[src/rtl/dlsc_pkg.sv]
`default_nettype none

package dlsc_pkg;

    localparam int TABLE_DEPTH     = 16;
    localparam int CHANNEL_COUNT   = 4;
    localparam int IW              = $clog2(TABLE_DEPTH);
    localparam int LW              = $clog2(TABLE_DEPTH + 1);
    localparam int SW              = IW + 2;
    localparam int CW              = $clog2(CHANNEL_COUNT);
    localparam int LEVEL_CAP       = 100;
    localparam int YELLOW_AT_RESET = 20;

    localparam logic CAUSE_SCHEDULE = 1'b0;
    localparam logic CAUSE_MANUAL   = 1'b1;

    typedef enum logic [1:0] {
        ACT_TICK   = 2'd0,
        ACT_WRITE  = 2'd1,
        ACT_ADJUST = 2'd2
    } action_t;

    typedef enum logic [1:0] {
        ST_IDLE,
        ST_SWEEP,
        ST_SEARCH,
        ST_PICK
    } state_t;

    typedef struct packed {
        logic [7:0] hour;
        logic [7:0] minute;
        logic [7:0] white;
        logic [7:0] yellow;
    } entry_t;

    typedef struct packed {
        logic          wr_en;
        logic [IW-1:0] wr_index;
        entry_t        wr_entry;
        logic [4:0]    hour;
        logic [5:0]    minute;
    } row_ctrl_t;

    typedef struct packed {
        logic [TABLE_DEPTH-1:0] gt;
        logic [TABLE_DEPTH-1:0] eq;
        logic [LW-1:0]          table_len;
    } row_status_t;

    function automatic entry_t default_entry(input int k);
        entry_t e;
        case (k)
            0:       e = '{8'd7,  8'd30, 8'd0, 8'd5};
            1:       e = '{8'd7,  8'd40, 8'd0, 8'd10};
            2:       e = '{8'd7,  8'd50, 8'd1, 8'd15};
            3:       e = '{8'd8,  8'd0,  8'd2, 8'd20};
            4:       e = '{8'd10, 8'd0,  8'd5, 8'd20};
            5:       e = '{8'd12, 8'd0,  8'd7, 8'd25};
            6:       e = '{8'd15, 8'd0,  8'd5, 8'd20};
            7:       e = '{8'd17, 8'd0,  8'd2, 8'd20};
            8:       e = '{8'd18, 8'd0,  8'd1, 8'd17};
            9:       e = '{8'd19, 8'd0,  8'd0, 8'd17};
            10:      e = '{8'd20, 8'd0,  8'd0, 8'd15};
            11:      e = '{8'd21, 8'd0,  8'd0, 8'd10};
            12:      e = '{8'd22, 8'd0,  8'd0, 8'd5};
            13:      e = '{8'd23, 8'd0,  8'd0, 8'd0};
            default: e = '0;
        endcase
        return e;
    endfunction

endpackage

`default_nettype wire

[src/rtl/dlsc_if.sv]
`default_nettype none

interface dlsc_in_if;
    logic              valid;
    logic              ready;
    logic [1:0]        action;
    logic [4:0]        tick_hour;
    logic [5:0]        minute_now;
    logic [3:0]        entry_index;
    logic [7:0]        entry_hour;
    logic [7:0]        entry_minute;
    logic [7:0]        entry_white;
    logic [7:0]        entry_yellow;
    logic [1:0]        channel;
    logic signed [7:0] delta;

    modport source (
        output valid, action, tick_hour, minute_now, entry_index, entry_hour,
               entry_minute, entry_white, entry_yellow, channel, delta,
        input  ready
    );
    modport sink (
        input  valid, action, tick_hour, minute_now, entry_index, entry_hour,
               entry_minute, entry_white, entry_yellow, channel, delta,
        output ready
    );
endinterface

interface dlsc_out_if;
    logic       valid;
    logic       ready;
    logic [7:0] level_white;
    logic [7:0] level_yellow;
    logic [7:0] level_third;
    logic [7:0] level_fourth;
    logic [3:0] active_entry;
    logic       cause;

    modport source (
        output valid, level_white, level_yellow, level_third, level_fourth,
               active_entry, cause,
        input  ready
    );
    modport sink (
        input  valid, level_white, level_yellow, level_third, level_fourth,
               active_entry, cause,
        output ready
    );
endinterface

`default_nettype wire

[src/rtl/dlsc_cell.sv]
`default_nettype none

module dlsc_cell
    import dlsc_pkg::*;
(
    input  wire logic          clk,
    input  wire logic          rst_n,
    input  wire logic [IW-1:0] cell_index,
    input  wire entry_t        entry,
    input  wire logic [4:0]    hour,
    input  wire logic [5:0]    minute,
    input  wire logic          live_in,
    input  wire logic [LW-1:0] len_in,
    output logic               live,
    output logic [LW-1:0]      len,
    output logic               gt,
    output logic               eq
);

    logic          live_reg, live_next;
    logic [LW-1:0] len_reg, len_next;
    logic          gt_reg, gt_next;
    logic          eq_reg, eq_next;
    logic [7:0]    h8;
    logic [7:0]    m8;

    always_comb
    begin
        h8        = {3'b000, hour};
        m8        = {2'b00, minute};
        live_next = live_in && (entry != '0);
        if (live_next)
        begin
            len_next = LW'(cell_index) + LW'(1);
        end
        else if (live_in)
        begin
            len_next = LW'(cell_index);
        end
        else
        begin
            len_next = len_in;
        end
        gt_next = (h8 > entry.hour) || ((h8 == entry.hour) && (m8 > entry.minute));
        eq_next = (h8 == entry.hour) && (m8 == entry.minute);
    end

    always_ff @(posedge clk or negedge rst_n)
    begin
        if (!rst_n)
        begin
            live_reg <= 1'b0;
            len_reg  <= '0;
            gt_reg   <= 1'b0;
            eq_reg   <= 1'b0;
        end
        else
        begin
            live_reg <= live_next;
            len_reg  <= len_next;
            gt_reg   <= gt_next;
            eq_reg   <= eq_next;
        end
    end

    assign live = live_reg;
    assign len  = len_reg;
    assign gt   = gt_reg;
    assign eq   = eq_reg;

endmodule

`default_nettype wire

[src/rtl/dlsc_row.sv]
`default_nettype none

module dlsc_row
    import dlsc_pkg::*;
(
    input  wire logic      clk,
    input  wire logic      rst_n,
    input  wire row_ctrl_t ctrl,
    output entry_t         entries [TABLE_DEPTH],
    output row_status_t    status
);

    entry_t                 entry_reg [TABLE_DEPTH];
    logic [TABLE_DEPTH-1:0] live;
    logic [LW-1:0]          len [TABLE_DEPTH];
    logic [TABLE_DEPTH-1:0] gt;
    logic [TABLE_DEPTH-1:0] eq;

    for (genvar k = 0; k < TABLE_DEPTH; k++)
    begin : g_cell
        logic          live_in;
        logic [LW-1:0] len_in;

        always_ff @(posedge clk or negedge rst_n)
        begin
            if (!rst_n)
            begin
                entry_reg[k] <= default_entry(k);
            end
            else if (ctrl.wr_en && (ctrl.wr_index == IW'(k)))
            begin
                entry_reg[k] <= ctrl.wr_entry;
            end
        end

        if (k == 0)
        begin : g_head
            assign live_in = 1'b1;
            assign len_in  = '0;
        end
        else
        begin : g_link
            assign live_in = live[k-1];
            assign len_in  = len[k-1];
        end

        dlsc_cell u_cell (
            .clk        (clk),
            .rst_n      (rst_n),
            .cell_index (IW'(k)),
            .entry      (entry_reg[k]),
            .hour       (ctrl.hour),
            .minute     (ctrl.minute),
            .live_in    (live_in),
            .len_in     (len_in),
            .live       (live[k]),
            .len        (len[k]),
            .gt         (gt[k]),
            .eq         (eq[k])
        );

        assign entries[k] = entry_reg[k];
    end

    assign status.gt        = gt;
    assign status.eq        = eq;
    assign status.table_len = len[TABLE_DEPTH-1];

endmodule

`default_nettype wire

[src/rtl/daily_light_schedule_controller_core.sv]
// Write and adjust transfers complete when accepted; an adjust result is valid the cycle after.
// A tick first lets the length wave cross the cell row in ST_SWEEP, then runs a binary
// search in ST_SEARCH and chooses the entry in ST_PICK; an empty table ends it after the sweep.
// One item is in flight at a time; input ready waits until the output register is taken.
// Reset loads the fourteen default schedule entries at once, yellow level 20, no entry chosen.
`default_nettype none

module daily_light_schedule_controller_core
    import dlsc_pkg::*;
(
    input  wire logic clk,
    input  wire logic rst_n,
    dlsc_in_if.sink   in_ch,
    dlsc_out_if.source out_ch
);

    state_t                state_reg, state_next;
    logic signed [SW-1:0]  lo_reg, lo_next;
    logic signed [SW-1:0]  hi_reg, hi_next;
    logic [IW-1:0]         pick_reg, pick_next;
    logic [LW-1:0]         sweep_reg, sweep_next;
    logic [IW-1:0]         last_reg, last_next;
    logic                  last_valid_reg, last_valid_next;
    logic [7:0]            lvl_reg [CHANNEL_COUNT];
    logic [7:0]            lvl_next [CHANNEL_COUNT];
    logic [4:0]            hour_reg;
    logic [5:0]            minute_reg;
    logic                  out_valid_reg;
    logic [7:0]            out_white_reg, out_yellow_reg, out_third_reg, out_fourth_reg;
    logic [3:0]            out_entry_reg;
    logic                  out_cause_reg;

    row_ctrl_t             ctrl;
    row_status_t           row_st;
    entry_t                entries [TABLE_DEPTH];

    logic                  in_accept;
    logic                  emit;
    logic                  emit_cause;
    logic signed [SW-1:0]  mid_sum;
    logic [IW-1:0]         mid;
    logic [IW-1:0]         chosen;
    logic [LW-1:0]         len_m1;
    logic [CW-1:0]         ch_idx;
    logic [7:0]            ch_level;
    logic [8:0]            mag;
    logic [8:0]            sum;
    logic [7:0]            adj_level;

    assign in_ch.ready = (state_reg == ST_IDLE) && !out_valid_reg;
    assign in_accept   = in_ch.valid && in_ch.ready;

    dlsc_row u_row (
        .clk     (clk),
        .rst_n   (rst_n),
        .ctrl    (ctrl),
        .entries (entries),
        .status  (row_st)
    );

    always_comb
    begin
        ch_idx   = in_ch.channel[CW-1:0];
        ch_level = lvl_reg[ch_idx];
        mag      = 9'd256 - {1'b0, $unsigned(in_ch.delta)};
        sum      = {1'b0, ch_level} + {1'b0, $unsigned(in_ch.delta)};
        if (in_ch.delta[7])
        begin
            adj_level = ({1'b0, ch_level} > mag) ? 8'({1'b0, ch_level} - mag) : 8'd0;
        end
        else
        begin
            adj_level = (sum > 9'(LEVEL_CAP)) ? 8'(LEVEL_CAP) : sum[7:0];
        end

        mid_sum = lo_reg + hi_reg;
        mid     = mid_sum[IW:1];
        len_m1  = row_st.table_len - LW'(1);
        chosen  = (row_st.gt[pick_reg] || row_st.eq[pick_reg]) ? pick_reg : len_m1[IW-1:0];
    end

    always_comb
    begin
        state_next      = state_reg;
        lo_next         = lo_reg;
        hi_next         = hi_reg;
        pick_next       = pick_reg;
        sweep_next      = sweep_reg;
        last_next       = last_reg;
        last_valid_next = last_valid_reg;
        lvl_next        = lvl_reg;
        emit            = 1'b0;
        emit_cause      = CAUSE_SCHEDULE;

        ctrl.wr_en           = 1'b0;
        ctrl.wr_index        = in_ch.entry_index[IW-1:0];
        ctrl.wr_entry.hour   = in_ch.entry_hour;
        ctrl.wr_entry.minute = in_ch.entry_minute;
        ctrl.wr_entry.white  = in_ch.entry_white;
        ctrl.wr_entry.yellow = in_ch.entry_yellow;
        ctrl.hour            = hour_reg;
        ctrl.minute          = minute_reg;

        case (state_reg)
            ST_IDLE:
            begin
                if (in_accept)
                begin
                    case (action_t'(in_ch.action))
                        ACT_TICK:
                        begin
                            sweep_next = '0;
                            state_next = ST_SWEEP;
                        end
                        ACT_WRITE:
                        begin
                            ctrl.wr_en = (32'(in_ch.entry_index) < TABLE_DEPTH);
                        end
                        ACT_ADJUST:
                        begin
                            if (32'(in_ch.channel) < CHANNEL_COUNT)
                            begin
                                lvl_next[ch_idx] = adj_level;
                                emit             = 1'b1;
                                emit_cause       = CAUSE_MANUAL;
                            end
                        end
                        default:
                        begin
                        end
                    endcase
                end
            end
            ST_SWEEP:
            begin
                sweep_next = sweep_reg + LW'(1);
                if (sweep_reg == LW'(TABLE_DEPTH - 1))
                begin
                    if (row_st.table_len == '0)
                    begin
                        state_next = ST_IDLE;
                    end
                    else
                    begin
                        lo_next    = '0;
                        hi_next    = SW'(row_st.table_len) - SW'(1);
                        pick_next  = '0;
                        state_next = ST_SEARCH;
                    end
                end
            end
            ST_SEARCH:
            begin
                if (lo_reg > hi_reg)
                begin
                    state_next = ST_PICK;
                end
                else if (row_st.gt[mid])
                begin
                    pick_next = mid;
                    lo_next   = SW'(mid) + SW'(1);
                end
                else if (row_st.eq[mid])
                begin
                    pick_next  = mid;
                    state_next = ST_PICK;
                end
                else
                begin
                    hi_next = SW'(mid) - SW'(1);
                end
            end
            ST_PICK:
            begin
                state_next = ST_IDLE;
                if (!(last_valid_reg && (chosen == last_reg)))
                begin
                    lvl_next[0]     = entries[chosen].white;
                    lvl_next[1]     = entries[chosen].yellow;
                    last_next       = chosen;
                    last_valid_next = 1'b1;
                    emit            = 1'b1;
                end
            end
            default:
            begin
                state_next = ST_IDLE;
            end
        endcase
    end

    always_ff @(posedge clk or negedge rst_n)
    begin
        if (!rst_n)
        begin
            state_reg      <= ST_IDLE;
            lo_reg         <= '0;
            hi_reg         <= '0;
            pick_reg       <= '0;
            sweep_reg      <= '0;
            last_reg       <= '0;
            last_valid_reg <= 1'b0;
            out_valid_reg  <= 1'b0;
            for (int c = 0; c < CHANNEL_COUNT; c++)
            begin
                lvl_reg[c] <= (c == 1) ? 8'(YELLOW_AT_RESET) : 8'd0;
            end
        end
        else
        begin
            state_reg      <= state_next;
            lo_reg         <= lo_next;
            hi_reg         <= hi_next;
            pick_reg       <= pick_next;
            sweep_reg      <= sweep_next;
            last_reg       <= last_next;
            last_valid_reg <= last_valid_next;
            lvl_reg        <= lvl_next;
            if (emit)
            begin
                out_valid_reg <= 1'b1;
            end
            else if (out_ch.ready)
            begin
                out_valid_reg <= 1'b0;
            end
        end
    end

    // hold tick time and result payload
    always_ff @(posedge clk)
    begin
        if (in_accept && (action_t'(in_ch.action) == ACT_TICK))
        begin
            hour_reg   <= in_ch.tick_hour;
            minute_reg <= in_ch.minute_now;
        end
        if (emit)
        begin
            out_white_reg  <= lvl_next[0];
            out_yellow_reg <= lvl_next[1];
            out_third_reg  <= lvl_next[2];
            out_fourth_reg <= lvl_next[3];
            out_entry_reg  <= 4'(last_next);
            out_cause_reg  <= emit_cause;
        end
    end

    assign out_ch.valid        = out_valid_reg;
    assign out_ch.level_white  = out_white_reg;
    assign out_ch.level_yellow = out_yellow_reg;
    assign out_ch.level_third  = out_third_reg;
    assign out_ch.level_fourth = out_fourth_reg;
    assign out_ch.active_entry = out_entry_reg;
    assign out_ch.cause        = out_cause_reg;

endmodule

`default_nettype wire

[src/flat_wrapper.sv]
// flat-port wrapper written by rule: the top's interface ports become plain ports
module daily_light_schedule_controller_core_flat import dlsc_pkg::*;
  (clk, rst_n, in_ch_valid, in_ch_action, in_ch_tick_hour, in_ch_minute_now, in_ch_entry_index, in_ch_entry_hour, in_ch_entry_minute, in_ch_entry_white, in_ch_entry_yellow, in_ch_channel, in_ch_delta, in_ch_ready, out_ch_valid, out_ch_level_white, out_ch_level_yellow, out_ch_level_third, out_ch_level_fourth, out_ch_active_entry, out_ch_cause, out_ch_ready);
  dlsc_in_if in_ch_i ();
  dlsc_out_if out_ch_i ();
  input  wire logic clk;
  input  wire logic rst_n;
  input wire logic [$bits(in_ch_i.valid)-1:0] in_ch_valid;
  input wire logic [$bits(in_ch_i.action)-1:0] in_ch_action;
  input wire logic [$bits(in_ch_i.tick_hour)-1:0] in_ch_tick_hour;
  input wire logic [$bits(in_ch_i.minute_now)-1:0] in_ch_minute_now;
  input wire logic [$bits(in_ch_i.entry_index)-1:0] in_ch_entry_index;
  input wire logic [$bits(in_ch_i.entry_hour)-1:0] in_ch_entry_hour;
  input wire logic [$bits(in_ch_i.entry_minute)-1:0] in_ch_entry_minute;
  input wire logic [$bits(in_ch_i.entry_white)-1:0] in_ch_entry_white;
  input wire logic [$bits(in_ch_i.entry_yellow)-1:0] in_ch_entry_yellow;
  input wire logic [$bits(in_ch_i.channel)-1:0] in_ch_channel;
  input wire logic [$bits(in_ch_i.delta)-1:0] in_ch_delta;
  output wire logic [$bits(in_ch_i.ready)-1:0] in_ch_ready;
  output wire logic [$bits(out_ch_i.valid)-1:0] out_ch_valid;
  output wire logic [$bits(out_ch_i.level_white)-1:0] out_ch_level_white;
  output wire logic [$bits(out_ch_i.level_yellow)-1:0] out_ch_level_yellow;
  output wire logic [$bits(out_ch_i.level_third)-1:0] out_ch_level_third;
  output wire logic [$bits(out_ch_i.level_fourth)-1:0] out_ch_level_fourth;
  output wire logic [$bits(out_ch_i.active_entry)-1:0] out_ch_active_entry;
  output wire logic [$bits(out_ch_i.cause)-1:0] out_ch_cause;
  input wire logic [$bits(out_ch_i.ready)-1:0] out_ch_ready;
  assign in_ch_i.valid = in_ch_valid;
  assign in_ch_i.action = in_ch_action;
  assign in_ch_i.tick_hour = in_ch_tick_hour;
  assign in_ch_i.minute_now = in_ch_minute_now;
  assign in_ch_i.entry_index = in_ch_entry_index;
  assign in_ch_i.entry_hour = in_ch_entry_hour;
  assign in_ch_i.entry_minute = in_ch_entry_minute;
  assign in_ch_i.entry_white = in_ch_entry_white;
  assign in_ch_i.entry_yellow = in_ch_entry_yellow;
  assign in_ch_i.channel = in_ch_channel;
  assign in_ch_i.delta = in_ch_delta;
  assign in_ch_ready = in_ch_i.ready;
  assign out_ch_valid = out_ch_i.valid;
  assign out_ch_level_white = out_ch_i.level_white;
  assign out_ch_level_yellow = out_ch_i.level_yellow;
  assign out_ch_level_third = out_ch_i.level_third;
  assign out_ch_level_fourth = out_ch_i.level_fourth;
  assign out_ch_active_entry = out_ch_i.active_entry;
  assign out_ch_cause = out_ch_i.cause;
  assign out_ch_i.ready = out_ch_ready;
  daily_light_schedule_controller_core u_core (.clk(clk), .rst_n(rst_n), .in_ch(in_ch_i), .out_ch(out_ch_i));
endmodule
[config.mk]
export PLATFORM = sky130hd
export DESIGN_NAME = daily_light_schedule_controller_core_flat
export DESIGN_NICKNAME = d
export VERILOG_FILES = /design/src/rtl/dlsc_pkg.sv /design/src/rtl/dlsc_if.sv /design/src/rtl/dlsc_cell.sv /design/src/rtl/dlsc_row.sv /design/src/rtl/daily_light_schedule_controller_core.sv /design/src/flat_wrapper.sv
export SDC_FILE = /design/constraint.sdc
export NUM_CORES = 1
export LEC_CHECK = 0
export BUFFER_PORTS_ARGS = -buffer_cell sky130_fd_sc_hd__clkbuf_2
export CORE_MARGIN = 4
export CORE_UTILIZATION = 45
export CTS_CLUSTER_SIZE = 24
export DETAILED_ROUTE_END_ITERATION = 12
export PLACE_DENSITY = 0.69
export RECOVER_POWER = 100
export SLEW_MARGIN = 20
export SYNTH_ARGS = -nofsm -noshare
export SYNTH_HDL_FRONTEND = slang
export SYNTH_SLANG_ARGS = --single-unit
[constraint.sdc]
create_clock -name clk -period 5.3 [get_ports clk]
set_input_delay 1.325 -clock clk [delete_from_list [all_inputs] [get_ports clk]]
set_output_delay 1.325 -clock clk [all_outputs]
set_load 0.05 [all_outputs]
# Word level (Yosys, flattened, before mapping)
# Cells that the tools add are included.
# op_classes
addsub	9
multipliers	0
n_div	0
n_lt_le_gt_ge	40
eq_ne	65
shifts	0
mux	96
bitwise	3
reduce_logical	115
# ops
operator	n
nonzero test 32 bit	16
2-to-1 mux 5 bit	32
binary-select mux 32 bit (select 4 bit)	1
equality test 5 x 8 -> 1 bit	16
equality test 6 x 8 -> 1 bit	16
> comparator 5 x 8 -> 1 bit	16
> comparator 6 x 8 -> 1 bit	16
logical AND 1 bit	68
2-to-1 mux 16 bit	4
2-to-1 mux 32 bit	2
2-to-1 mux 6 bit	9
2-to-1 mux 8 bit	6
bitwise mux 32 bit	1
equality test 4 bit, second input constant	8
2-to-1 mux 4 bit	8
one-hot mux 16 bit (2 select lines)	1
one-hot mux 6 bit (2 select lines)	2
logical OR 1 bit	17
binary-select mux 1 bit (select 4 bit)	4
binary-select mux 8 bit (select 2 bit)	1
demux 8 bit (select 2 bit)	1
equality test 4 x 3 -> 1 bit, second input constant	4
AND reduction 5 bit	3
2-to-1 mux 2 bit	7
42 further kinds	69
# totals
reg_bits	748
latchBits	0
ram_bits	0
mem_bits_ro	0
in_bits	63
out_inout_bits	39
n_memories	0

# Longest topological paths before layout
# depth
ltp_word	12
depth_mapped	16
mapped_depth_nobuf	14

# Cells and area by module
# Synthesis repeated with hierarchy kept, for this count alone.
# unflattened
hier_cells	3465
hier_area_um2	40211.1
# modules_own_cells
mod	instances	cells_each	area_each_um2	seq_area_each_um2
dlsc_row	1	1135	19199.7	12922.4
dlsc_cell at u_core.u_row.g_cell[0].u_cell ...	12	86	777.0	200.2
daily_light_schedule_controller_core	1	962	8725.9	2945.3
dlsc_cell at u_core.u_row.g_cell[6].u_cell ...	3	84	749.5	200.2
dlsc_cell at u_core.u_row.g_cell[9].u_cell	1	84	713.2	200.2

# Least setup slack after synthesis
# No wires, ideal clock.
# synth_timing
path_kind	reg-to-reg
startpoint	reg u_core.pick_reg[0]
endpoint	reg u_core.out_entry_reg[0], in the netlist u_core.out_ch.active_entry[0] (enable)
setup_time_ps	445
arrival_time_ps	4542
setup_slack_ps	312
path_stages_with_launch	13
n_path_buf	3
period_less_slack_ps	4988
path_cell_list	dfrtp_1 -> buf_6 -> o311a_1 -> a32oi_2 -> o311a_2 -> and4_4 -> buf_6 -> mux2i_2 -> o2111ai_2 -> or2_4 -> buf_4 -> nand2_1 -> a21oi_1
# synth_via
elab_chain_cells	8
elab_cells_between_ends	10
classes_between	eq/ne: 1; mux: 7; reduce/logical: 2
# synth_lines
item	line	rtl
start: declaration	daily_light_schedule_controller_core.sv:20	logic [IW-1:0] pick_reg, pick_next;
start signal: assignment	daily_light_schedule_controller_core.sv:214	pick_reg <= pick_next;
binary-select mux 1 bit (select 4 bit)	daily_light_schedule_controller_core.sv:79	chosen = (row_st.gt[pick_reg] || row_st.eq[pick_reg]) ? pick_reg : len_m1[IW-1:0];
2-to-1 mux 1 bit (not written as such)	daily_light_schedule_controller_core.sv:79	
logical OR 1 bit	daily_light_schedule_controller_core.sv:79	
2-to-1 mux 4 bit (*)	daily_light_schedule_controller_core.sv:79	
equality test 4 bit (*)	daily_light_schedule_controller_core.sv:176	if (!(last_valid_reg && (chosen == last_reg)))
logical AND 1 bit (*)	daily_light_schedule_controller_core.sv:176	
2-to-1 mux 1 bit (*)	daily_light_schedule_controller_core.sv:176	
one-hot mux 1 bit (2 select lines) (*)	daily_light_schedule_controller_core.sv:104	case (state_reg)
via u_core.emit	daily_light_schedule_controller_core.sv:38	logic emit;
end signal: assignment	daily_light_schedule_controller_core.sv:244	out_entry_reg <= 4'(last_next);
end: declaration	daily_light_schedule_controller_core.sv:30	logic [3:0] out_entry_reg;
# The timed path passes the listed nets; every way through them passes the cells marked *. The select of a mux whose other input is x is not followed.
# A chain may end at the register's enable or synchronous reset.

==> results.cfg <==
[setup_path]
max_stage_delay_ns = 0.83
worstPathCellList = or3b_1 -> o22ai_1 -> a211oi_2 -> a41oi_1 -> a21o_1 -> buf_4 -> clkbuf_2 -> nand2_1 -> a21oi_1 -> a2111oi_0 -> and4_1 -> o21ai_0
cp_slowest_cell = a41oi_1
startpoint_type = flip-flop
worst-path-max-fanout = 22
crit_required_ns = 5.69
crit_arrival_ns = 5.34
crit_buf_inv = 2
critPathTopFamily = compound AO/OA/AOI/OAI gates
worstSetupPathType = reg -> reg
end_kind = flip-flop

[layout]
syn2layout_area_growth_pct = 11.4
final_common_cell = dfrtp_1
mostFrequentLayoutCells = dfrtp_1, mux2_2, nand2_1
final_net_count = 3626
final_layout_size_suffix_gt1_share_pct = 22.6
post-route-util_pct = 50.9
largest_reg_flops = 512

[power]
switching_share_pct = 40.0
combPwrFrac_pct = 40.1
cellPowerDensity_nw_per_um2 = 536
pwr-share-clk_pct = 25.0
seqPwrFrac_pct = 34.9
leakage_nw = 18.8
peakVddDrop_v = 0.000560
intPower_mw = 13.0
switchingPower_mw = 8.68

[sta]
slew-limit-headroom_pct = -57.4
tns_ns = 0
fmax_mhz = 202
fin_skew_ns = 0.0302
hold_viol_final = 0
setup_viol = 0
min_period_over_period_pct = 93.5
slew_viol_final = 722
period_minus_slack_ns = 4.96
rsz0062_at_grt = no
tightestPinTransition_ns = 2.36

[synthesis]
synth-seq-cells = 717
synth_nets = 3530
yosys_warnings = 0
yosysSeqAreaShare_pct = 50.3
syn-instance-count = 3252
ys_types = 90
synth.avg_cell_area_sq_um = 11.2
synthFlopType = dfrtp_1
synth_edf_count = 48
postSynth.asyncResetShare_pct = 93.3
synthesis.area_sq_um = 36300

[outcome]
status = complete, but fails checks
violations = max-capacitance violations, max-slew violations

[job]
drv_cap = 17

[routing]
wirelength_um = 113000
drc = 0
drtIter0Drc = 2602
ant_nets = 0
vias = 26800
dr.pass1.iters = 6
avgViaCountPerCell = 6.02
wl_per_cell_um = 25.3

[floorplan]
core.rowCount = 103
die_y_um = 292
start_util_pct = 45.7
io_pins = 102
die_x_um = 292
coreArea_sq_um = 79500
die_area_sq_um = 85400

[grt]
grt_overflow_total = 0
grt.total_usage_pct = 26.0
grt_pass1_wl_um = 169000
grt_pass1_vias = 26100
antenna_found_initial = 3
grt_max_degree = 99

[clocking]
cts_tree = built
cts_buffers = 77
ctsHtreeMaxLevel = 3
max-clock-path-buffers = 3
cts_setup_buffers = 0
worstSkewPairLatency_ns = 0.63
cts_resized = 0
path_clk_slew_ns = 0.06
numClockSinks = 717
cts-root-buf = clkbuf_16
hold_buffers = 0

[placement]
dp_hpwl_um = 79000
globalplace.congestion = 0.931
portBuffers = 101

[min_path]
hold_class = reg -> reg
[power groups by stage]
stage / Clock, mW / Combinational (mW) / Sequential [mW]
after floorplan: 0 / 5.70 / 7.51
after global placement: 0 / 8.48 / 7.62
after detailed placement: 0 / 8.60 / 7.63
after CTS: 5.48 / 8.65 / 7.55
after global routing: 5.72 / 9.28 / 7.68
final: 5.42 / 8.71 / 7.58
[synthesized netlist by cell type, types with 6 or more instances]
master	number	share of area, %
or2_2	17	0.29
xor2_1	10	0.24
nand4_1	36	0.62
nand2b_1	30	0.52
a221o_1	6	0.17
ha_1	212	7.3
inv_1	201	2.1
and3_1	22	0.38
clkbuf_1	126	1.3
or4_1	8	0.17
o21a_1	16	0.33
a22oi_1	7	0.14
a21oi_1	80	1.1
nor2_1	127	1.3
mux2_2	386	12
or3_1	9	0.15
o31ai_1	22	0.45
nand2_1	337	3.5
and4_1	19	0.46
o211ai_1	25	0.52
dfstp_2	90	6.5
a21o_1	28	0.58
xnor2_1	18	0.43
nor3_1	58	0.80
nor2b_1	63	1.1
nand3_1	78	1.1
a211o_1	6	0.14
mux4_2	31	1.9
mux2i_1	60	1.7
o21ai_0	220	3.0
edfxtp_1	48	4.0
a31oi_1	9	0.15
a311oi_1	13	0.31
dfrtp_1	579	40
o22ai_1	13	0.22
nor4_1	104	1.8
buf_2	15	0.21
buf_4	9	0.19
[metal layers]
layer,vias to the layer above,GRT usage [%],part of all wire [%]
met5,-,0,0.030
met4,4,9.97,4.3
met3,248,5.80,9.1
met2,1169,39.9,44
met1,13500,36.2,42
li1,11900,-,-
[cell families after synthesis]
logic type,count (synthesis),synth area share [%]
adder cells (fa/ha/maj),215,7.46
multiplexers,478,15.6
flip-flops,717,50.3
XOR/XNOR,28,0.675
AND/OR/NAND/NOR,927,12.6
buffers and inverters,361,3.98
AO/OA/AOI/OAI,526,9.39
[layout make-up]
cell class,instances,area [sq um]
clock inverters,17,199
inverters,202,758
diodes,1,2.50
well taps,1050,1310
flip-flops and latches,717,18300
repair buffers,176,968
multi-input cells,2174,16600
clock buffers,122,2330
fillers,6992,39000
[per-stage QoR]
step,instances,hold WS [ns],instance area [sq um],worst slack (ns),total power [mW]
after floorplan,3252,0.410,36300,0.312,13.2
after global placement,4319,0.397,38300,0.427,16.1
after detailed placement,4319,0.404,38300,0.374,16.2
after CTS,4458,0.417,40800,0.635,21.7
after global routing,4458,0.441,40500,0.211,22.7
final,4459,0.414,40500,0.343,21.7
[worst paths after layout]
check,start,endpoint,slack (ns),cells after the start
max reg2reg,u_core.pick_reg[2]$_DFFE_PN0P_,u_core.out_ch.level_white[6]$_DFFE_PP_,0.34,12
max in group asynchronous,rst_n,u_core.u_row.entries[399]$_DFFE_PN0P_,1.23,2
min in group asynchronous,rst_n,u_core.u_row.entries[32]$_DFFE_PN0P_,1.37,1
min reg2reg,u_core.u_row.g_cell[1].u_cell.live$_DFF_PN0_,u_core.u_row.g_cell[2].u_cell.len[1]$_DFF_PN0_,0.41,0
min,u_core.u_row.g_cell[1].u_cell.live$_DFF_PN0_,u_core.u_row.g_cell[2].u_cell.len[1]$_DFF_PN0_,0.41,0
max,u_core.pick_reg[2]$_DFFE_PN0P_,u_core.out_ch.level_white[6]$_DFFE_PP_,0.34,12
Power figures use the tool's default switching activity.
